### src/rtl/bc_mul.sv
// two-stage signed multiplier built from four half-width partial products
`default_nettype none
module bc_mul #(
    parameter int W = 36
) (
    input  wire                    i_clk,
    input  wire                    i_en,
    input  wire  signed [W-1:0]    i_a,
    input  wire  signed [W-1:0]    i_b,
    output logic signed [2*W-1:0]  o_p
);
    localparam int H = W / 2;
    localparam int HW = W - H;
    localparam int P2 = 2 * W;

    logic signed [HW-1:0]     a_hi, b_hi;
    logic signed [H:0]        a_lo, b_lo;
    logic signed [2*HW-1:0]   r_hh;
    logic signed [HW+H:0]     r_hl, r_lh;
    logic signed [2*H+1:0]    r_ll;
    logic signed [2*W-1:0]    n_p;
    logic signed [2*W-1:0]    r_p;

    assign a_hi = i_a[W-1:H];
    assign b_hi = i_b[W-1:H];
    assign a_lo = $signed({1'b0, i_a[H-1:0]});
    assign b_lo = $signed({1'b0, i_b[H-1:0]});

    always_ff @(posedge i_clk) begin
        if (i_en) begin
            r_hh <= a_hi * b_hi;
            r_hl <= a_hi * b_lo;
            r_lh <= a_lo * b_hi;
            r_ll <= a_lo * b_lo;
            r_p  <= n_p;
        end
    end

    always_comb begin
        n_p = (P2'(r_hh) <<< (2 * H)) + (P2'(r_hl) <<< H) + (P2'(r_lh) <<< H) + P2'(r_ll);
    end

    assign o_p = r_p;
endmodule
`default_nettype wire

### config.mk
export PLATFORM = sky130hd
export DESIGN_NAME = bc_mul
export DESIGN_NICKNAME = d
export VERILOG_FILES = /design/src/rtl/bc_mul.sv
export SDC_FILE = /design/constraint.sdc
export NUM_CORES = 2
export LEC_CHECK = 0
export BUFFER_PORTS_ARGS = -buffer_cell sky130_fd_sc_hd__buf_2
export CAP_MARGIN = 15
export CORE_AREA = 8 8 404 248
export DETAILED_ROUTE_END_ITERATION = 12
export DIE_AREA = 0 0 412 256
export GPL_TIMING_DRIVEN = 0
export PLACE_DENSITY_LB_ADDON = 0.2
export SYNTH_ARGS = -nofsm -noshare
export SYNTH_HDL_FRONTEND = slang
export SYNTH_SLANG_ARGS = --single-unit
### constraint.sdc
create_clock -name i_clk -period 6.59 [get_ports i_clk]
set_input_delay 0.9885 -clock i_clk [delete_from_list [all_inputs] [get_ports i_clk]]
set_output_delay 0.9885 -clock i_clk [all_outputs]
set_load 0.02 [all_outputs]
==> run_results.csv <==
group,metric,value,unit
timing,final_max_slew_viol_count,0,
drt,first_iter_violations,5814,
cells_and_area,final_cell_mix,"1,298 x inv_1, 1,089 x fa_1, 672 x nand2_1, 610 x and2_1, 473 x ha_1",
clocking,clock_sinks,218,
critical_path,crit_start,"i_b[23]",
critical_path,r2r_slack,990,ps
synthesis,synthFlopType,"edfxtp_1",
run,drv_cap,0,
critical_path,path_delay_family,"adder cells",
critical_path,required,6860,ps
critical_path,critPathBufInv,5,
synthesis,ys_seq_area_frac,0.119,
global_routing,grt_use_total,0.376,
critical_path,worst_ep_arrival_time,7350,ps
synthesis,synth.avg_cell_area,9.47,um2
critical_path,end_kind,"flip-flop",
clocking,ctsHoldBuffers,0,
critical_path,crit_path_cell_trace,"clkbuf_16 -> clkbuf_16 -> nand2_1 -> fa_2 -> fa_2 -> fa_2 -> fa_1 -> inv_2 -> fa_1 -> inv_2 -> fa_1 -> inv_2 -> ha_4 -> and4_4 -> a221o_1 -> o2111a_2 -> a2111oi_4 -> o21a_1 -> a21oi_4 -> a21oi_4 -> nor2_4 -> a211oi_4",
placed_design,globalplace.congestion,1.05,
drt,post_drt_via_cell_ratio,5.80,
timing,relSlewSlack,0.142,
critical_path,path_class,"input port to flip-flop",
floorplan,die-height,256,um
critical_path,worstSetupPathDepth,22,
critical_path,start_kind,"input port",
synthesis,synth_fp_nets,7567,
drt,drc,0,
timing,clock_skew,60.5,ps
synthesis,synth_largest_area_cell,"fa_1",
synthesis,synth-async-reset-ratio,0,
floorplan,start_util,0.582,
outcome,status,"finished with violations",
critical_path,r2r_end,"o_p[64]",
floorplan,dieArea,105000,um2
global_routing,grt_pass1_vias,44288,
cells_and_area,area_growth,20.4,%
floorplan,fp-row-count,88,
timing,worst_pin_slew,1250,ps
floorplan,coreArea,94700,um2
worst_hold_path,hold_end,"o_p[2]",
synthesis,synth-edff-count,218,
cells_and_area,mostFrequentLayoutCell,"inv_1",
critical_path,worst_path_max_delay_cell,"a211oi_4",
timing,hold_viol,0,
global_routing,grt_pass1_wl,291000,um
placed_design,io_buffers,102,
worst_hold_path,worstHoldPathCells,0,
critical_path,cp_max_fo,7,
cells_and_area,nets,7942,
clocking,cts_max_level,1,
synthesis,synth_top_area_frac,0.418,
timing,final-setup-viol-count,31,
critical_path,reg2reg_from,"r_hl[24]",
cells_and_area,fin_cells,7496,
synthesis,netlist_area,55100,um2
clocking,clock_path_buffers,3,
timing,fin_ws,-498,ps
drt,ant_nets,0,
timing,rsz0062_at_grt,"yes",
synthesis,yosysUniqueCellTypes,77,
worst_hold_path,hp-class,"flip-flop to flip-flop",
worst_hold_path,hp-start,"r_ll[2]",
clocking,cts_tree,"built",
global_routing,grt_max_degree,129,
floorplan,die_w,412,um
synthesis,synth.area.top_cells,"fa_1 42%, edfxtp_1 12%, ha_1 12%, inv_1 9.2%, and2_1 7.3%",
outcome,failed_checks,"setup timing",
critical_path,rr_worst_depth,10,
floorplan,num_io_pins,146,
timing,clock.fmax,141,MHz
cells_and_area,drive_gt1_frac,0.166,
timing,layout_min_cycle_time,7090,ps
global_routing,antenna_found_initial,21,
placed_design,dp.cells,7187,
global_routing,grt-ovfl-total,0,
clocking,path_clk_slew,70,ps
placed_design,dpl.hpwl,159000,um
drt,wire_per_inst,26.8,um
drt,vias,43470,
drt,drt_pass1_iterations,6,
timing,period_share,1.08,
clocking,cts_buffers,24,
drt,wl,201000,um
clocking,clockRootBuffer,"clkbuf_16",
critical_path,cpPeakStageDelay,600,ps
synthesis,synthCells,5821,
clocking,clkLatencyLatePin,610,ps
synthesis,yosysWarnings,0,
synthesis,ys_ff_latch,218,
[synth_stat cells (5+ instances only)]
library cell  number
nand3_1           35
xor2_1            38
nor3_1            21
o21bai_1          23
a211oi_1          21
fa_1            1151
nand4_1           10
and3_1            17
o31ai_1            5
o21ai_0           88
or2_2              5
a21o_1            63
inv_1           1358
clkbuf_1         268
o21a_1            37
a21boi_0           7
a31oi_1           12
and2_1           640
edfxtp_1         218
xnor2_1          130
nor2b_1           20
nand2_1          691
o211ai_1           9
nor2_1           132
nor4_1             6
nand2b_1          38
a211o_1            8
a21oi_1          153
or3_1              9
ha_1             521
[worst max-delay path by stage]
stage,endpoint,slack (ps)
4_1_cts,r_lh[34],-310
2_1_floorplan,r_lh[33],-200
3_5_place_dp,r_lh[33],-2490
3_3_place_gp,r_lh[34],-2790
5_1_grt,r_lh[34],-560
6_report,r_lh[34],-500
[per-layer routing]
layer / up-vias / track usage / wire, um
met5: - / 0.0200 / 276
met4: 24 / 0.116 / 8010
met3: 513 / 0.208 / 38000
met2: 2955 / 0.491 / 76100
met1: 21741 / 0.527 / 78700
li1: 18237 / - / -
[cells by family after synthesis]
logic type | after synthesis | synth area share
adders and majority gates | 1672 | 0.536
and+or+nand+nor | 1641 | 0.148
buffers and inverters | 1634 | 0.111
AOI/OAI and AO/OA | 486 | 0.0581
DFF | 218 | 0.119
xor gates and xnor gates | 168 | 0.0267
muxes | 2 | 0.000363
[registers in the layout (all words and copies together) (netlist names)]
name,cells
o_p,72
r_hl,37
r_ll,36
r_hh,36
r_lh,37
[per-stage QoR]
| step | hold WS (ps) | setup WS [ps] | area [um2] | util | TNS, ps |
|---|---|---|---|---|---|
| after floorplan | 400 | -204 | 56200 | - | -517 |
| after global placement | 404 | -2790 | 58300 | 0.616 | -119760 |
| after detailed placement | 405 | -2490 | 58400 | 0.617 | -121710 |
| after CTS | 417 | -312 | 63800 | 0.674 | -1670 |
| after global routing | 425 | -562 | 66300 | 0.700 | -8980 |
| final | 417 | -498 | 66400 | 0.701 | -5260 |
[timing repair]
item,4_1_cts,5_1_grt
gates cloned,4,6
hold endpoints to repair,0,0
resized for setup,749,374
setup endpoints to repair,82,52
pin swaps,107,209
buffers inserted,100,137
[layout make-up]
class	instances	area, um2
Multi-Input combinational cell	3969	44500
Fill cell	7209	28300
Sequential cell	218	6550
Inverter	1358	5100
Buffer	276	4730
Timing Repair Buffer	349	3070
Tap cell	1260	1580
Clock buffer	28	616
Clock inverter	16	171
Antenna cell	22	55.1
Power is left out: the tool's default activity adds up to more than one toggle a clock period on the data nets, which glitch-free logic cannot reach.
