**config.mk**
```make
export PLATFORM = sky130hd
export DESIGN_NAME = bc_div_stage
export DESIGN_NICKNAME = d
export VERILOG_FILES = /design/src/rtl/bc_pkg.sv /design/src/rtl/bc_div_stage.sv
export SDC_FILE = /design/constraint.sdc
export NUM_CORES = 1
export LEC_CHECK = 0
export ABC_CLOCK_PERIOD_IN_PS = 4400
export BUFFER_PORTS_ARGS = -buffer_cell sky130_fd_sc_hd__buf_2
export CAP_MARGIN = 5
export CORE_AREA = 4 4 308 310
export DETAILED_ROUTE_END_ITERATION = 16
export DIE_AREA = 0 0 312 314
export GPL_ROUTABILITY_DRIVEN = 0
export PLACE_DENSITY = 0.43
export SLEW_MARGIN = 30
export SYNTH_ARGS = -nofsm -noshare
export SYNTH_HDL_FRONTEND = slang
export SYNTH_SLANG_ARGS = --single-unit
export TNS_END_PERCENT = 100
```
**constraint.sdc**
```tcl
create_clock -name i_clk -period 4.4 [get_ports i_clk]
set_input_delay 0.66 -clock i_clk [delete_from_list [all_inputs] [get_ports i_clk]]
set_output_delay 0.66 -clock i_clk [all_outputs]
set_load 0.05 [all_outputs]
```
**src/rtl/bc_pkg.sv**
```systemverilog
// shared types, widths and side-band struct for the barycentric weight pipeline
`default_nettype none
package bc_pkg;
    localparam int COORD_BITS = 16;
    localparam int WEIGHT_FRAC_BITS = 16;
    localparam int OUT_BITS = 32;
    // edge component, dot product, wide product
    localparam int EW = COORD_BITS + 1;
    localparam int DOTW = 2 * EW + 2;
    localparam int PW = 2 * DOTW;
    // determinant and numerators, dividend and quotient
    localparam int NW = PW + 1;
    localparam int QW = NW + WEIGHT_FRAC_BITS;
    localparam int UW = QW + 3;

    typedef struct packed {
        logic signed [COORD_BITS-1:0] point_x;
        logic signed [COORD_BITS-1:0] point_y;
        logic signed [COORD_BITS-1:0] point_z;
        logic signed [COORD_BITS-1:0] corner_a_x;
        logic signed [COORD_BITS-1:0] corner_a_y;
        logic signed [COORD_BITS-1:0] corner_a_z;
        logic signed [COORD_BITS-1:0] corner_b_x;
        logic signed [COORD_BITS-1:0] corner_b_y;
        logic signed [COORD_BITS-1:0] corner_b_z;
        logic signed [COORD_BITS-1:0] corner_c_x;
        logic signed [COORD_BITS-1:0] corner_c_y;
        logic signed [COORD_BITS-1:0] corner_c_z;
    } t_req;

    typedef struct packed {
        logic signed [OUT_BITS-1:0] weight_u;
        logic signed [OUT_BITS-1:0] weight_v;
        logic signed [OUT_BITS-1:0] weight_w;
        logic                       degenerate;
    } t_res;

    typedef struct packed {
        logic deg;
        logic neg_v;
        logic neg_w;
    } t_side;
endpackage
`default_nettype wire

```
**src/rtl/bc_div_stage.sv**
```systemverilog
// one restoring-division step for both weight quotients
`default_nettype none
module bc_div_stage (
    input  wire                  i_clk,
    input  wire                  i_rst_n,
    input  wire                  i_en,
    input  wire                  i_valid,
    input  wire bc_pkg::t_side   i_side,
    input  wire  [bc_pkg::NW-1:0] i_den,
    input  wire  [bc_pkg::NW-1:0] i_rem_v,
    input  wire  [bc_pkg::QW-1:0] i_dq_v,
    input  wire  [bc_pkg::NW-1:0] i_rem_w,
    input  wire  [bc_pkg::QW-1:0] i_dq_w,
    output logic                 o_valid,
    output bc_pkg::t_side        o_side,
    output logic [bc_pkg::NW-1:0] o_den,
    output logic [bc_pkg::NW-1:0] o_rem_v,
    output logic [bc_pkg::QW-1:0] o_dq_v,
    output logic [bc_pkg::NW-1:0] o_rem_w,
    output logic [bc_pkg::QW-1:0] o_dq_w
);
    import bc_pkg::*;

    logic [NW-1:0] t_v, t_w, n_rem_v, n_rem_w;
    logic          ge_v, ge_w;
    logic [QW-1:0] n_dq_v, n_dq_w;
    logic          r_valid;
    t_side         r_side;
    logic [NW-1:0] r_den, r_rem_v, r_rem_w;
    logic [QW-1:0] r_dq_v, r_dq_w;

    // remainder stays below the divisor, so its top bit is always clear
    always_comb begin
        t_v = {i_rem_v[NW-2:0], i_dq_v[QW-1]};
        t_w = {i_rem_w[NW-2:0], i_dq_w[QW-1]};
        ge_v = (t_v >= i_den);
        ge_w = (t_w >= i_den);
        n_rem_v = ge_v ? (t_v - i_den) : t_v;
        n_rem_w = ge_w ? (t_w - i_den) : t_w;
        n_dq_v = {i_dq_v[QW-2:0], ge_v};
        n_dq_w = {i_dq_w[QW-2:0], ge_w};
    end

    always_ff @(posedge i_clk) begin
        if (!i_rst_n) begin
            r_valid <= 1'b0;
        end else if (i_en) begin
            r_valid <= i_valid;
        end
    end

    always_ff @(posedge i_clk) begin
        if (i_en) begin
            r_side  <= i_side;
            r_den   <= i_den;
            r_rem_v <= n_rem_v;
            r_rem_w <= n_rem_w;
            r_dq_v  <= n_dq_v;
            r_dq_w  <= n_dq_w;
        end
    end

    assign o_valid = r_valid;
    assign o_side  = r_side;
    assign o_den   = r_den;
    assign o_rem_v = r_rem_v;
    assign o_rem_w = r_rem_w;
    assign o_dq_v  = r_dq_v;
    assign o_dq_w  = r_dq_w;

    // the remainder register never reaches the divisor
    a_rem_below_den: assert property (@(posedge i_clk) disable iff (!i_rst_n)
        r_valid |-> (r_rem_v < r_den) && (r_rem_w < r_den))
        else $error("division remainder not below divisor");
endmodule
`default_nettype wire

```
==> results.toml <==
[timing]
worst_slew_pin_slew_ns = 0.851
maxSlewHeadroom = 0.432
setup_viol = 0
setup_tns_ns = 0
period_share = 0.954
hold_violations = 0
worst_slack_ns = 0.203
hold-worst-slack_ns = 0.221
rsz0062_at_grt = "no"
post-route-min-period_ns = 4.20
fin_skew_ns = 0
drv_slew = 0
fmaxAchievable_mhz = 238

[placement]
port_buffers = 802
place_hpwl_um = 89900
post-place-ws_ns = -0.351

[worst_setup_path]
worstReg2RegStart = "o_valid"
crit_path_max_incr_delay_ns = 0.46
path_max_fanout = 3
start_kind = "input pin"
crit_family = "compound AO/OA/AOI/OAI gates"
cp.required_ns = 4.85
cp-end-kind = "flop"
worst-path-buf-inv = 6
crit_top_cell = "buf_4"
cp_slowest_cell = "o31ai_1"
r2r_cells = 2
path_cells = "buf_2 > inv_1 > ha_1 > buf_4 > fa_1 > nor2b_1 > o2111ai_1 > a21oi_1 > o21ai_0 > a21o_1 > o31ai_1 > buf_4 > a21oi_1 > buf_4 > o21ai_1 > a21oi_1 > buf_4 > mux2_2 > o31ai_2"
rrSetupSlack_ns = 3.79
regToRegEndpoint = "o_valid"
path_class = "in2reg"
crit_cells = 19
cp.arrival_ns = 4.64

[pwr]
seqPwrFrac = 0.365
switchingPower_uw = 4910
peakVddDrop_v = 0.000253
p_leak_uw = 0.0143
comb_power_share = 0.334
p_clk_frac = 0.302
p_per_area_nw_per_um2 = 411
p_int_uw = 8280
design_power_total_uw = 13200
switching_share = 0.372

[routing]
wl_met2_um = 54800
drt_iter0_markers = 1688
dr.pass1.iters = 6
vias_per_cell = 4.77
ant_nets = 0
vias = 21300
drc_errors = 0
routed_wl_um = 107000
wl_per_cell_um = 23.8
dr_wl_met3_um = 7440
wl_met1_um = 40300
top_layer = "met5"

[clock_network]
cts_sinks = 401
cts_setup_buffers = 0
cts_buffers = 50
cts_hold_buf = 0
insertion_delay_ns = 0.62
cts_tree = "yes"
clkTransAtPathRegs_ns = 0.06
ctsResizeCount = 0
cts_buffer_depth = 3
h-tree-depth = 2
root_buffer = "clkbuf_16"

[die]
core_area_sq_um = 91700
initial_core_util = 0.249
rows = 111
die_w_um = 312
io_pins = 805
die_area_sq_um = 98000
fp.dieH_um = 314

[job]
drv_cap = 0

[global_route]
grt_antenna_before_repair = 39
grt_usage = 0.207
grt_max_degree = 97
grt_pass1_vias = 21600
grt_first_pass_wirelength_um = 149000
overflow = 0

[logic_synthesis]
syn-num-nets = 2700
synthArstFlopShare = 0
yosys_warnings = 0
synth_flop_cell = "edfxtp_1"
synth_enable_flop_cells = 400
synth_cell_types = 83
synth_seq_cells = 401
syn-cell-area_sq_um = 22900
netlist_instances = 2148
syn_avg_cell_area_sq_um = 10.6
seq_area_frac_synth = 0.526

[min_path]
min_to = "o_dq_w[83]"
min_delay_path_depth = 1
hp-start = "i_dq_w[82]"
hp-class = "in2reg"

[finish]
final_cell_mix = "buf_2, edfxtp_1, buf_4"
final_common_cell = "buf_2"
drive_above_1_share = 0.378
final_nets = 3788
area_growth_pct = 40.4

[run_status]
status = "completed"
## how the worst max path moves through the flow
stage | from | to | slack (ns)
after detailed placement | i_dq_w[88] | o_rem_w[72] | -0.35
after global routing | i_dq_w[88] | o_rem_w[72] | 0.07
after CTS | i_dq_w[88] | o_rem_w[72] | 0.31
after global placement | i_den[6] | o_rem_w[64] | -0.54
after floorplan | i_den[11] | o_rem_v[14] | 0.81
final | i_dq_w[88] | o_rem_w[44] | 0.20
## worst register-to-register path, stage by stage, from the launching register on
cell and delay [ns]:
dfxtp_1 0.31, mux2i_1 0.13, nor2b_1 0.06
## cells by family after synthesis
group | count (synthesis) | synth area share
AND/OR/NAND/NOR | 586 | 0.120
AO/OA/AOI/OAI | 665 | 0.179
flip-flops | 401 | 0.526
adder cells (fa/ha/maj) | 148 | 0.0817
buffers and inverters | 205 | 0.0377
XOR/XNOR | 135 | 0.0517
multiplexers | 8 | 0.00367
## registers in the layout (all words and copies together) (netlist names)
register,cells
o_den,73
o_dq_v,89
o_dq_w,89
o_rem_v,73
o_rem_w,73
o_side,3
o_valid,1
## area by class of cell
| cell class | instances | area, sq um |
|---|---|---|
| inverter | 115 | 432 |
| tap | 1186 | 1480 |
| clock buffer | 62 | 1300 |
| timing repair buffer | 1126 | 6610 |
| multi-input combinational | 1542 | 9980 |
| clock inverter | 24 | 221 |
| fill | 9412 | 59600 |
| antenna | 12 | 30.0 |
| sequential | 401 | 12000 |
## synthesized netlist by cell type, types with 10 or more instances
library cell  instances  area (sq um)
edfxtp_1            400         12000
nand2_1             287          1080
o21ai_0             193           966
a21oi_1             177           886
ha_1                146          1830
inv_1               114           428
nor2_1               83           312
xnor2_1              76           666
a21o_1               62           465
xor2_1               59           517
clkbuf_1             58           218
nand4_1              45           282
o21ai_1              43           215
o21bai_1             34           255
nor3_1               33           165
o21a_1               31           233
nand3_1              23           115
a31oi_1              21           131
buf_2                21           105
nor2b_1              21           131
and3_1               18           113
nand2b_1             14          87.6
a211oi_1             13          97.6
nor4_1               10          62.6
## per-layer routing
metal | global-route usage | vias to the layer above
met5 | 0 | -
met2 | 0.383 | 832
met1 | 0.231 | 10100
met3 | 0.0552 | 167
met4 | 0.0646 | 30
li1 | - | 10200
## metrics by stage
stage / instances / instance area (sq um) / util
2_1_floorplan: 2148 / 22900 / -
3_3_place_gp: 4369 / 30500 / 0.333
3_5_place_dp: 4370 / 30500 / 0.333
4_1_cts: 4456 / 32100 / 0.350
5_1_grt: 4462 / 32100 / 0.350
6_report: 4468 / 32100 / 0.350
## power by group through the flow
stage,registers [uW],logic [uW],clock network [uW]
6_report,4810,4400,3980
5_1_grt,4840,4690,4300
4_1_cts,4820,4440,4140
3_5_place_dp,4890,4420,0
3_3_place_gp,4890,4410,0
2_1_floorplan,6240,1390,0
Note: power is estimated with default switching activity, not from simulation.
